==> src/rtl/qas_pkg.sv <==
// Shared types and constants for the quoted argument splitter.
package qas_pkg;

  localparam int CP_W     = 21;
  localparam int ARG_W    = 9;
  localparam int SEP_NUM  = 7;
  localparam int CNT_W    = 3;
  localparam int IDX_W    = 3;
  localparam int FIFO_DEPTH = 4;
  localparam int FIFO_AW  = 2;
  localparam int FIFO_CW  = 3;

  localparam logic [ARG_W-1:0] MAX_ARGS = 9'd256;

  localparam logic [CP_W-1:0] DQUOTE = 21'd34;
  localparam logic [CP_W-1:0] SQUOTE = 21'd39;

  localparam logic [CNT_W-1:0] SEP_COUNT_RESET = 3'd4;
  localparam logic [CP_W-1:0] SEP_RESET [SEP_NUM] =
    '{21'd32, 21'd9, 21'd10, 21'd13, 21'd0, 21'd0, 21'd0};

  // register index of the separator count; separators follow from 1 up
  localparam logic [IDX_W-1:0] CFG_SEP_COUNT = 3'd0;

  typedef enum logic [2:0] {
    KIND_CHAR      = 3'd0,
    KIND_ARG_END   = 3'd1,
    KIND_LINE_DONE = 3'd2,
    KIND_ENC_ERR   = 3'd3,
    KIND_TOO_MANY  = 3'd4
  } kind_t;

  typedef enum logic [1:0] {
    Q_NONE   = 2'd0,
    Q_DOUBLE = 2'd1,
    Q_SINGLE = 2'd2
  } quote_t;

  typedef struct packed {
    kind_t             kind;
    logic [CP_W-1:0]   char_value;
    logic [ARG_W-1:0]  arg_num;
    logic              last;
  } res_t;

  // results produced by one accepted transaction
  typedef struct packed {
    logic [1:0] cnt;
    res_t       r0;
    res_t       r1;
  } push_t;

endpackage

==> src/rtl/qas_sep_match.sv <==
// Separator registers and parallel code point compare.
module qas_sep_match
  import qas_pkg::*;
(
  input  logic             clk,
  input  logic             rst_n,
  input  logic             cfg_wr_en,
  input  logic [IDX_W-1:0] cfg_index,
  input  logic [CP_W-1:0]  cfg_wdata,
  input  logic [CP_W-1:0]  cp,
  output logic             is_sep
);

  logic [CNT_W-1:0] count_r;
  logic [CP_W-1:0]  sep_r [SEP_NUM];
  logic [SEP_NUM-1:0] hit;
  logic [IDX_W-1:0] sep_idx;

  assign sep_idx = cfg_index - 3'd1;

  always_ff @(posedge clk) begin
    if (!rst_n) begin
      count_r <= SEP_COUNT_RESET;
      for (int i = 0; i < SEP_NUM; i++) begin
        sep_r[i] <= SEP_RESET[i];
      end
    end else if (cfg_wr_en) begin
      if (cfg_index == CFG_SEP_COUNT) begin
        count_r <= cfg_wdata[CNT_W-1:0];
      end else begin
        sep_r[sep_idx] <= cfg_wdata;
      end
    end
  end

  always_comb begin
    for (int i = 0; i < SEP_NUM; i++) begin
      hit[i] = (CNT_W'(i) < count_r) && (sep_r[i] == cp);
    end
  end

  assign is_sep = |hit;

endmodule

==> src/rtl/qas_core.sv <==
// Line state and result generation for one transaction.
module qas_core
  import qas_pkg::*;
(
  input  logic            clk,
  input  logic            rst_n,
  input  logic            in_acc,
  input  logic [CP_W-1:0] cp,
  input  logic            line_end,
  input  logic            bad,
  input  logic            is_sep,
  output push_t           push
);

  logic             inside_r, inside_nxt;
  quote_t           quote_r, quote_nxt;
  logic [ARG_W-1:0] total_r, total_nxt;
  logic             drop_r, drop_nxt;
  quote_t           q_eff;
  logic [ARG_W-1:0] idx;

  always_ff @(posedge clk) begin
    if (!rst_n) begin
      inside_r <= 1'b0;
      quote_r  <= Q_NONE;
      total_r  <= '0;
      drop_r   <= 1'b0;
    end else begin
      inside_r <= inside_nxt;
      quote_r  <= quote_nxt;
      total_r  <= total_nxt;
      drop_r   <= drop_nxt;
    end
  end

  always_comb begin
    inside_nxt = inside_r;
    quote_nxt  = quote_r;
    total_nxt  = total_r;
    drop_nxt   = drop_r;
    push       = '0;
    q_eff      = inside_r ? quote_r : Q_NONE;
    idx        = '0;
    if (in_acc) begin
      if (drop_r) begin
        if (line_end) begin
          drop_nxt = 1'b0;
        end
      end else if (bad) begin
        push.cnt = 2'd1;
        push.r0  = '{kind: KIND_ENC_ERR, char_value: '0, arg_num: total_r, last: 1'b1};
        inside_nxt = 1'b0;
        quote_nxt  = Q_NONE;
        total_nxt  = '0;
        drop_nxt   = !line_end;
      end else if (line_end) begin
        if (inside_r) begin
          push.cnt = 2'd2;
          push.r0  = '{kind: KIND_ARG_END, char_value: '0, arg_num: total_r - 9'd1,
                       last: 1'b0};
          push.r1  = '{kind: KIND_LINE_DONE, char_value: '0, arg_num: total_r, last: 1'b1};
        end else begin
          push.cnt = 2'd1;
          push.r0  = '{kind: KIND_LINE_DONE, char_value: '0, arg_num: total_r, last: 1'b1};
        end
        inside_nxt = 1'b0;
        quote_nxt  = Q_NONE;
        total_nxt  = '0;
      end else if (!inside_r && is_sep) begin
        // separator run between arguments: skipped
      end else if (!inside_r && (total_r >= MAX_ARGS)) begin
        push.cnt = 2'd1;
        push.r0  = '{kind: KIND_TOO_MANY, char_value: '0, arg_num: total_r, last: 1'b1};
        inside_nxt = 1'b0;
        quote_nxt  = Q_NONE;
        total_nxt  = '0;
        drop_nxt   = 1'b1;
      end else begin
        if (!inside_r) begin
          total_nxt = total_r + 9'd1;
        end
        inside_nxt = 1'b1;
        quote_nxt  = q_eff;
        idx        = total_nxt - 9'd1;
        case (q_eff)
          Q_NONE: begin
            if (cp == DQUOTE) begin
              quote_nxt = Q_DOUBLE;
            end else if (cp == SQUOTE) begin
              quote_nxt = Q_SINGLE;
            end else if (is_sep) begin
              push.cnt   = 2'd1;
              push.r0    = '{kind: KIND_ARG_END, char_value: '0, arg_num: idx, last: 1'b1};
              inside_nxt = 1'b0;
            end else begin
              push.cnt = 2'd1;
              push.r0  = '{kind: KIND_CHAR, char_value: cp, arg_num: idx, last: 1'b1};
            end
          end
          Q_DOUBLE: begin
            if (cp == DQUOTE) begin
              quote_nxt = Q_NONE;
            end else begin
              push.cnt = 2'd1;
              push.r0  = '{kind: KIND_CHAR, char_value: cp, arg_num: idx, last: 1'b1};
            end
          end
          Q_SINGLE: begin
            if (cp == SQUOTE) begin
              quote_nxt = Q_NONE;
            end else begin
              push.cnt = 2'd1;
              push.r0  = '{kind: KIND_CHAR, char_value: cp, arg_num: idx, last: 1'b1};
            end
          end
          default: begin
            quote_nxt = Q_NONE;
          end
        endcase
      end
    end
  end

  a_drop_silent: assert property (@(posedge clk) disable iff (!rst_n)
    (in_acc && drop_r) |-> (push.cnt == 2'd0))
    else $error("results produced while dropping a line");

  a_quote_inside: assert property (@(posedge clk) disable iff (!rst_n)
    (quote_r != Q_NONE) |-> inside_r)
    else $error("quote open outside an argument");

  a_total_limit: assert property (@(posedge clk) disable iff (!rst_n)
    (total_r <= MAX_ARGS) && (!drop_r || !inside_r))
    else $error("argument count or drop state out of range");

endmodule

==> src/rtl/qas_out_fifo.sv <==
// Result queue: takes up to two results per cycle, issues one per cycle while out_ready is high.
module qas_out_fifo
  import qas_pkg::*;
(
  input  logic  clk,
  input  logic  rst_n,
  input  push_t push,
  output logic  room,
  output logic  out_valid,
  input  logic  out_ready,
  output res_t  out_res
);

  res_t               mem_r [FIFO_DEPTH];
  logic [FIFO_AW-1:0] wr_ptr_r, rd_ptr_r;
  logic [FIFO_CW-1:0] cnt_r;
  logic               pop;
  logic [FIFO_AW-1:0] wr_ptr_p1;

  assign pop       = out_valid && out_ready;
  assign out_valid = cnt_r != '0;
  assign out_res   = mem_r[rd_ptr_r];
  assign room      = cnt_r <= FIFO_CW'(FIFO_DEPTH - 2);
  assign wr_ptr_p1 = wr_ptr_r + 2'd1;

  always_ff @(posedge clk) begin
    if (push.cnt != 2'd0) begin
      mem_r[wr_ptr_r] <= push.r0;
    end
    if (push.cnt == 2'd2) begin
      mem_r[wr_ptr_p1] <= push.r1;
    end
  end

  always_ff @(posedge clk) begin
    if (!rst_n) begin
      wr_ptr_r <= '0;
      rd_ptr_r <= '0;
      cnt_r    <= '0;
    end else begin
      wr_ptr_r <= wr_ptr_r + push.cnt;
      rd_ptr_r <= rd_ptr_r + {1'b0, pop};
      cnt_r    <= cnt_r + {1'b0, push.cnt} - {2'b0, pop};
    end
  end

  a_no_overflow: assert property (@(posedge clk) disable iff (!rst_n)
    (push.cnt != 2'd0) |-> room)
    else $error("result queue written without room");

  a_count_range: assert property (@(posedge clk) disable iff (!rst_n)
    cnt_r <= FIFO_CW'(FIFO_DEPTH))
    else $error("result queue count out of range");

endmodule

==> src/rtl/quoted_argument_splitter.sv <==
// Quoted argument splitter: splits a stream of code points into arguments.
//
// Input channel (in_*): one code point per transaction; in_tlast ends the
// command line, in_tuser flags a decoding error at that position.
// Output channel (out_*): char, argument-end, line-done and error results;
// out_tlast marks the last result caused by one input transaction.
// Configuration (cfg_*): separator count and separator code points; the user must
// write them only while no transaction is in flight, as the block has no check for this.
// Each result is registered in the result queue before it reaches the output.
// Throughput: one input per cycle while in_tready is high; a line end closing an
// open argument yields two results, drained one per cycle while out_tready is high
// from a four-entry result queue. in_tready is high while the queue has room for
// two results, so a stalled receiver backs up into the input and nothing is lost.
// Reset clears line state and the queue and loads the default separators
// (space, tab, line feed, carriage return).
module quoted_argument_splitter
  import qas_pkg::*;
(
  input  logic        clk,
  input  logic        rst_n,
  input  logic        in_tvalid,
  output logic        in_tready,
  input  logic [23:0] in_tdata,   // [20:0] code_point, [23:21] zero
  input  logic        in_tlast,
  input  logic        in_tuser,   // [0] bad_encoding
  output logic        out_tvalid,
  input  logic        out_tready,
  output logic [31:0] out_tdata,  // [20:0] char_value, [29:21] argument_number, [31:30] zero
  output logic        out_tlast,
  output logic [2:0]  out_tuser,  // [2:0] kind
  input  logic        cfg_wr_en,
  input  logic [2:0]  cfg_index,
  input  logic [20:0] cfg_wdata
);

  logic  in_acc;
  logic  is_sep;
  push_t push;
  res_t  out_res;

  assign in_acc = in_tvalid && in_tready;

  qas_sep_match u_sep (
    .clk       (clk),
    .rst_n     (rst_n),
    .cfg_wr_en (cfg_wr_en),
    .cfg_index (cfg_index),
    .cfg_wdata (cfg_wdata),
    .cp        (in_tdata[CP_W-1:0]),
    .is_sep    (is_sep)
  );

  qas_core u_core (
    .clk      (clk),
    .rst_n    (rst_n),
    .in_acc   (in_acc),
    .cp       (in_tdata[CP_W-1:0]),
    .line_end (in_tlast),
    .bad      (in_tuser),
    .is_sep   (is_sep),
    .push     (push)
  );

  qas_out_fifo u_fifo (
    .clk       (clk),
    .rst_n     (rst_n),
    .push      (push),
    .room      (in_tready),
    .out_valid (out_tvalid),
    .out_ready (out_tready),
    .out_res   (out_res)
  );

  assign out_tdata = {2'b00, out_res.arg_num, out_res.char_value};
  assign out_tlast = out_res.last;
  assign out_tuser = out_res.kind;

endmodule

==> config.mk <==
export PLATFORM = sky130hd
export DESIGN_NAME = quoted_argument_splitter
export DESIGN_NICKNAME = d
export VERILOG_FILES = /design/src/rtl/qas_pkg.sv /design/src/rtl/qas_sep_match.sv /design/src/rtl/qas_core.sv /design/src/rtl/qas_out_fifo.sv /design/src/rtl/quoted_argument_splitter.sv
export SDC_FILE = /design/constraint.sdc
export NUM_CORES = 1
export LEC_CHECK = 0
export ABC_AREA = 1
export CORE_UTILIZATION = 40
export CTS_CLUSTER_SIZE = 40
export DETAILED_ROUTE_END_ITERATION = 8
export DONT_BUFFER_PORTS = 1
export PLACE_DENSITY = 0.65
export SYNTH_ARGS = -nofsm -noshare
export SYNTH_HDL_FRONTEND = slang
export SYNTH_SLANG_ARGS = --single-unit
==> constraint.sdc <==
create_clock -name clk -period 4.4 [get_ports clk]
set_input_delay 0.88 -clock clk [delete_from_list [all_inputs] [get_ports clk]]
set_output_delay 0.88 -clock clk [all_outputs]
set_load 0.05 [all_outputs]
==> results of run 1 <==
registers in the layout (all words and copies together) (netlist names):
name	count
u_fifo.mem_r	136
u_sep.sep_r	147
u_fifo.rd_ptr_r	2
u_fifo.wr_ptr_r	2
u_fifo.cnt_r	3
u_core.inside_r	1
u_sep.count_r	3
u_core.quote_r	2
u_core.drop_r	1
u_core.total_r	9
path summary, 6_finish.rpt:
check / cells past startpoint / end / start / slack (ns)
max: 5 / out_tuser[0] / u_fifo.rd_ptr_r[0]$_SDFF_PN0_ / 1.01
min: 2 / u_fifo.cnt_r[0]$_SDFF_PN0_ / rst_n / 0.45
max reg2reg: 7 / u_fifo.mem_r[3][6]$_DFFE_PP_ / u_core.inside_r$_SDFFE_PN0P_ / 1.04
min reg2reg: 2 / u_fifo.mem_r[2][14]$_SDFFE_PP0P_ / u_fifo.mem_r[2][14]$_SDFFE_PP0P_ / 0.47
metal layers:
metal | part of all wire, % | vias to the layer above | track usage, % | routed length [um]
li1 | - | 7849 | - | -
met1 | 42 | 7364 | 30.4 | 22500
met2 | 48 | 533 | 42.0 | 25600
met3 | 6.5 | 107 | 4.16 | 3470
met4 | 3.4 | 0 | 9.21 | 1810
met5 | 0 | - | 0 | 0
metrics by stage:
stage	cells	util (%)	hold WS (ns)
final	3085	45.2	0.446
after global routing	3085	45.2	0.427
after CTS	3085	45.2	0.416
after detailed placement	3022	42.5	0.458
after global placement	3022	42.5	0.454
after floorplan	2493	-	0.440
where the power goes:
part / switching (uW) / internal [uW]
sequential: 295 / 3610
clock: 1200 / 1800
combinational: 2630 / 1110
total: 4130 / 6520
logic make-up after synthesis:
logic type                 count (synthesis)
and+or+nand+nor                         1360
AOI/OAI and AO/OA                        339
xor gates and xnor gates                  49
buffers and inverters                    425
adders and majority gates                 12
DFF                                      306
other                                      1
cell usage in the layout (no fill, tap or decap), types with 3 or more instances in the layout:
cell type   synthesis  layout
inv_1             277     276
xnor2_1            18      18
a21oi_2             3       4
nor3_1             11      10
ha_1               11      11
o21ai_1            11      11
clkinv_1            9      11
buf_4              26      64
dfxtp_1           136     135
nor2_1            480     480
clkbuf_1           59       8
nand2_1           716     716
a21oi_1           124     123
clkinv_2            0       4
xor2_1             31      31
nand3_1           102     102
clkbuf_16           0      38
o22ai_1            31      31
a31oi_1             3       3
clkbuf_8            0       6
nor2_2              4       4
inv_2              24      24
o21ai_0           159     159
nand2_2             6       6
edfxtp_1          170     170
clkinvlp_4          0       3
nand4_1            29      29
final cells by class:
cell class / instances / share of cell area [%]
clock inverter: 10 / 0.554
timing repair buffer: 66 / 2.71
clock buffer: 53 / 5.57
multi-input combinational: 1762 / 40.5
inverter: 311 / 6.10
tap: 577 / 3.76
sequential: 306 / 40.8
==> metrics, run 1 <==
outcome finished clean; Worst path most repeated cell buf_4; RSZ-0062 raised after global routing no; post-synthesis sequential area ratio 45.1%; Final setup viols 0; CP Class reg -> out; CTS tree done; top cell family by delay on the critical path buffers and inverters; Rows 75; Post-Route WL 53300 um; synthesized cell area 17400 um2; Async S/R FF share, synth 0%; Post-DRT Antenna Nets 0; Num Clock Sinks 306; Synth area leader edfxtp_1; mean post-synth cell area 6.97 um2; count leader, synth nand2_1; Synth Area in Simple Gates 31.1%; Hold Crit Class in -> reg; post-synthesis xor/xnor area fraction 2.47%; setup tns final 0 ns; Synth Instances 2492; largest net degree at the start of global routing 57; initial DRC count 1344; Ports 93; Peak supply drop 0.342 mV; dpl ws 0.558 ns; Fmax 295 MHz; Leak Pwr 0.00889 uW; post-layout worst setup margin 1.01 ns; first-pass GRT wire length 83100 um; WP buf/inv 3; clock root buffer clkbuf_16; Antenna diodes 0; routability congestion estimate 0.957; Max-Cap Viols 0; via count 15853; CTS H-Tree Depth 2; Syn-to-layout area delta 10.5%; Worst-Margin Slew 0.851 ns; post-cts repair resize count 0; Final min period 3.39 ns; Synth top cells by count 716 x nand2_1, 480 x nor2_1, 277 x inv_1; post-CTS setup buffers 0; Adder-Cell Fraction of Synth Area 0.908%; Clock Skew 0.0162 ns; Slowest cell on crit path inv_2; number of synthesized flops with an enable pin 170; Slew headroom 43.1%; Nets 2549; WL per Instance 17.3 um; Layout Cell Area excl Fill 19200 um2; Yosys cell types 43; Ys Warns 0; DRC Markers 0; clk slew on worst S/H paths 0.06 ns; complex-gate fraction of the synthesized area 10.2%; Storage cell area 7830 um2; vias per inst 5.14; Max Slew Vio Count 0; Die X 210 um; CP Cell Sequence inv_2 > buf_4 > o21ai_0 > o22ai_1 > buf_4; mux cell area share after synthesis 0%; Yosys top cell area share 29.4%; Placement Cell Area 18000 um2; PwrDens 555 nW/um2; Core Region 42400 um2; hold_buf cts 0; largest family of logic cells by synthesized area simple AND/OR/NAND/NOR gates; Required @ worst endpoint 3.52 ns; synth top area cells edfxtp_1 29%, dfxtp_1 16%, nand2_1 15%; Multi-input gate area 7770 um2; Worst setup EP type primary output; vias in the first global route 15362; Fill cells 4330; layout cell share with drive strength beyond 1 6.58%; grt ovf 0; Die Y 210 um; Pwr Total 10600 uW; Initial Util 40.9%; Main synth FF type edfxtp_1; crit path DAT 2.51 ns; antenna violations before repair 0; port buffer count 0; nature of the critical path startpoint flip-flop; first drt pass iteration count 5; DIE AREA 44300 um2; Clock Tree Buf Depth 3; critical-path maximum fanout 50; period utilization 77.0%; #FFs+latches synth 306; TritonCTS Buffers 35; Final Hold Vio Count 0; DP Wirelength 37600 um; Total Routing Usage GR 24.4%; slowest stage delay, CP 0.58 ns; Clock Latency Late Sink 0.55 ns
No activity file was read; power rests on OpenSTA's default activity.
==> run 2: changes to the inputs <==
PLACE_DENSITY = 0.67   (was 0.65)
clock period = 3 ns   (was 4.4 ns; I/O delays follow)
==> run 2 against run 1 <==
Against the previous run: sequential share of layout area down 1.7 points; utilization grew 1.9 points; critical endpoint is now u_fifo.cnt_r[2]$_SDFF_PN0_; non-clock buffer count is 79 higher; critical path type is now reg -> reg; largest cell class unchanged; sequential power is 46% higher.
==> metrics, run 2 (same netlist as run 1, synthesis figures left out) <==
outcome finished clean; clk slew on worst S/H paths 0.06 ns; Slew headroom 60.8%; Fill cells 4240; Worst setup endpoint u_fifo.cnt_r[2]$_SDFF_PN0_; Leak Pwr 0.00936 uW; Peak supply drop 0.650 mV; DRC Markers 0; port buffer count 0; top cell family by delay on the critical path simple AND/OR/NAND/NOR gates; placed cell count 3101; Post-DRT Antenna Nets 0; Fmax 356 MHz; most common cell after layout, fill and taps aside nand2_1; worst r2r dst u_fifo.cnt_r[2]$_SDFF_PN0_; Fin Hold WS 0.192 ns; Worst-Margin Slew 0.587 ns; Crit path depth 16; CTS H-Tree Depth 2; Die Y 210 um; CTS tree done; WL per Instance 17.3 um; vias per inst 5.13; Total Routing Usage GR 24.8%; via count 16229; Clock Skew 0.0181 ns; Final min period 2.81 ns; RSZ-0062 raised after global routing yes; Layout Cell Area excl Fill 20000 um2; DP Wirelength 38900 um; Worst R2R Start u_sep.sep_r[3][7]$_SDFFCE_PN0P_; setup tns final 0 ns; initial DRC count 1422; Rows 75; DIE AREA 44300 um2; WP buf/inv 1; antenna violations before repair 0; Syn-to-layout area delta 15.2%; first-pass GRT wire length 85200 um; clock root buffer clkbuf_16; nature of the critical path startpoint flip-flop; most frequent cells in the layout 714 x nand2_1, 468 x nor2_1, 277 x inv_1; critical-path maximum fanout 2; Worst setup EP type flip-flop; period utilization 93.6%; CP Cell Sequence xor2_1 > nor2_1 > nand2_1 > nor2_1 > nand3_1 > nand2_1 > nand2_2 > nand2_4 > nand2_2 > a21boi_2 > inv_1 > ha_1 > fa_2 > xor2_2 > o21ai_1 > a21oi_1; Post-Route WL 54800 um; Hold Crit Class in -> reg; Top reg by flops u_sep.sep_r; Initial Util 40.9%; Largest register FFs 147; non-filler instance count after layout 3164; Max Slew Vio Count 0; Final Hold Vio Count 0; Ports 93; Max-Cap Viols 0; CP Class reg -> reg; Final Util 47.2%; Slowest cell on crit path edfxtp_1; Antenna diodes 0; largest net degree at the start of global routing 58; grt ovf 0; Num Clock Sinks 306; routability congestion estimate 0.994; first drt pass iteration count 7; TritonCTS Buffers 35; vias in the first global route 15666; Core Region 42400 um2; slowest stage delay, CP 0.38 ns; Reg2Reg Depth 16; Clock Tree Buf Depth 3; Placement Cell Area 18800 um2; Clock Latency Late Sink 0.53 ns; Multi-input gate area 7830 um2; Required @ worst endpoint 3.40 ns; Final setup viols 0; reg2reg setup slack 0.19 ns; Nets 2628; CP startpoint u_sep.sep_r[3][7]$_SDFFCE_PN0P_; crit path DAT 3.21 ns; layout cell share with drive strength beyond 1 10.1%; Die X 210 um; Storage cell area 7830 um2; PwrDens 801 nW/um2; biggest regs u_sep.sep_r x147, u_fifo.mem_r x136, u_core.total_r x9
[run 2: changes by cell type in the layout (fill, tap and decap cells not counted), moves of 2 or more]
cell / delta
buf_12: +12
buf_4: +67
bufinv_16: +2
clkinvlp_4: -2
nand2_1: -2
nand2_2: +2
nor2_1: -12
nor2_2: +12
[run 2: what timing repair did]
item | in CTS | in global routing
hold endpoints to repair | 0 | 0
resized for setup | 0 | 16
hold buffers | 0 | 0
setup buffers | 0 | 0
endpoints found under the setup margin | 0 | 13
[run 2: layout make-up]
type / count / share of cell area [%]
clock inverter: 14 / 0.863
timing repair buffer: 145 / 6.32
multi-input combinational: 1762 / 39.1
tap: 577 / 3.61
inverter: 311 / 5.85
sequential: 306 / 39.1
clock buffer: 49 / 5.10
[run 2: metrics by stage]
step | setup slack [ns] | power [uW]
6_report | 0.192 | 16000
3_5_place_dp | -0.205 | 11600
5_1_grt | -0.0301 | 16900
2_1_floorplan | 0.0503 | 9900
4_1_cts | 0.0458 | 16000
3_3_place_gp | -0.111 | 11400
[run 2: worst reg2reg max path, cell delays in order (launching register included)]
cell,delay [ns]
edfxtp_1,0.38
xor2_1,0.15
nor2_1,0.17
nand2_1,0.09
nor2_1,0.25
nand3_1,0.13
nand2_1,0.10
nand2_2,0.09
nand2_4,0.08
nand2_2,0.06
a21boi_2,0.15
inv_1,0.10
ha_1,0.20
fa_2,0.37
xor2_2,0.17
o21ai_1,0.13
a21oi_1,0.06
[run 2: worst min path at each step]
stage	cells after the start	endpoint	startpoint
floorplan	2	u_fifo.mem_r[2][22]$_SDFFE_PP0P_	u_fifo.mem_r[2][22]$_SDFFE_PP0P_
global placement	2	u_fifo.mem_r[2][16]$_SDFFE_PP0P_	u_fifo.mem_r[2][16]$_SDFFE_PP0P_
detailed placement	2	u_fifo.mem_r[2][16]$_SDFFE_PP0P_	u_fifo.mem_r[2][16]$_SDFFE_PP0P_
CTS	2	u_fifo.rd_ptr_r[0]$_SDFF_PN0_	rst_n
global route	2	u_fifo.cnt_r[0]$_SDFF_PN0_	rst_n
finish	2	u_fifo.cnt_r[0]$_SDFF_PN0_	rst_n
[run 2: where the power goes]
part / switching, uW / internal (uW)
clock network: 1740 / 2720
logic: 3980 / 1850
registers: 424 / 5300
[run 2: metal layers]
metal | track usage (%) | part of all wire [%] | up-vias
li1 | - | - | 8010
met1 | 31.4 | 42 | 7505
met2 | 42.4 | 48 | 605
met3 | 3.78 | 7.1 | 109
met4 | 9.72 | 3.5 | 0
met5 | 0 | 0 | -
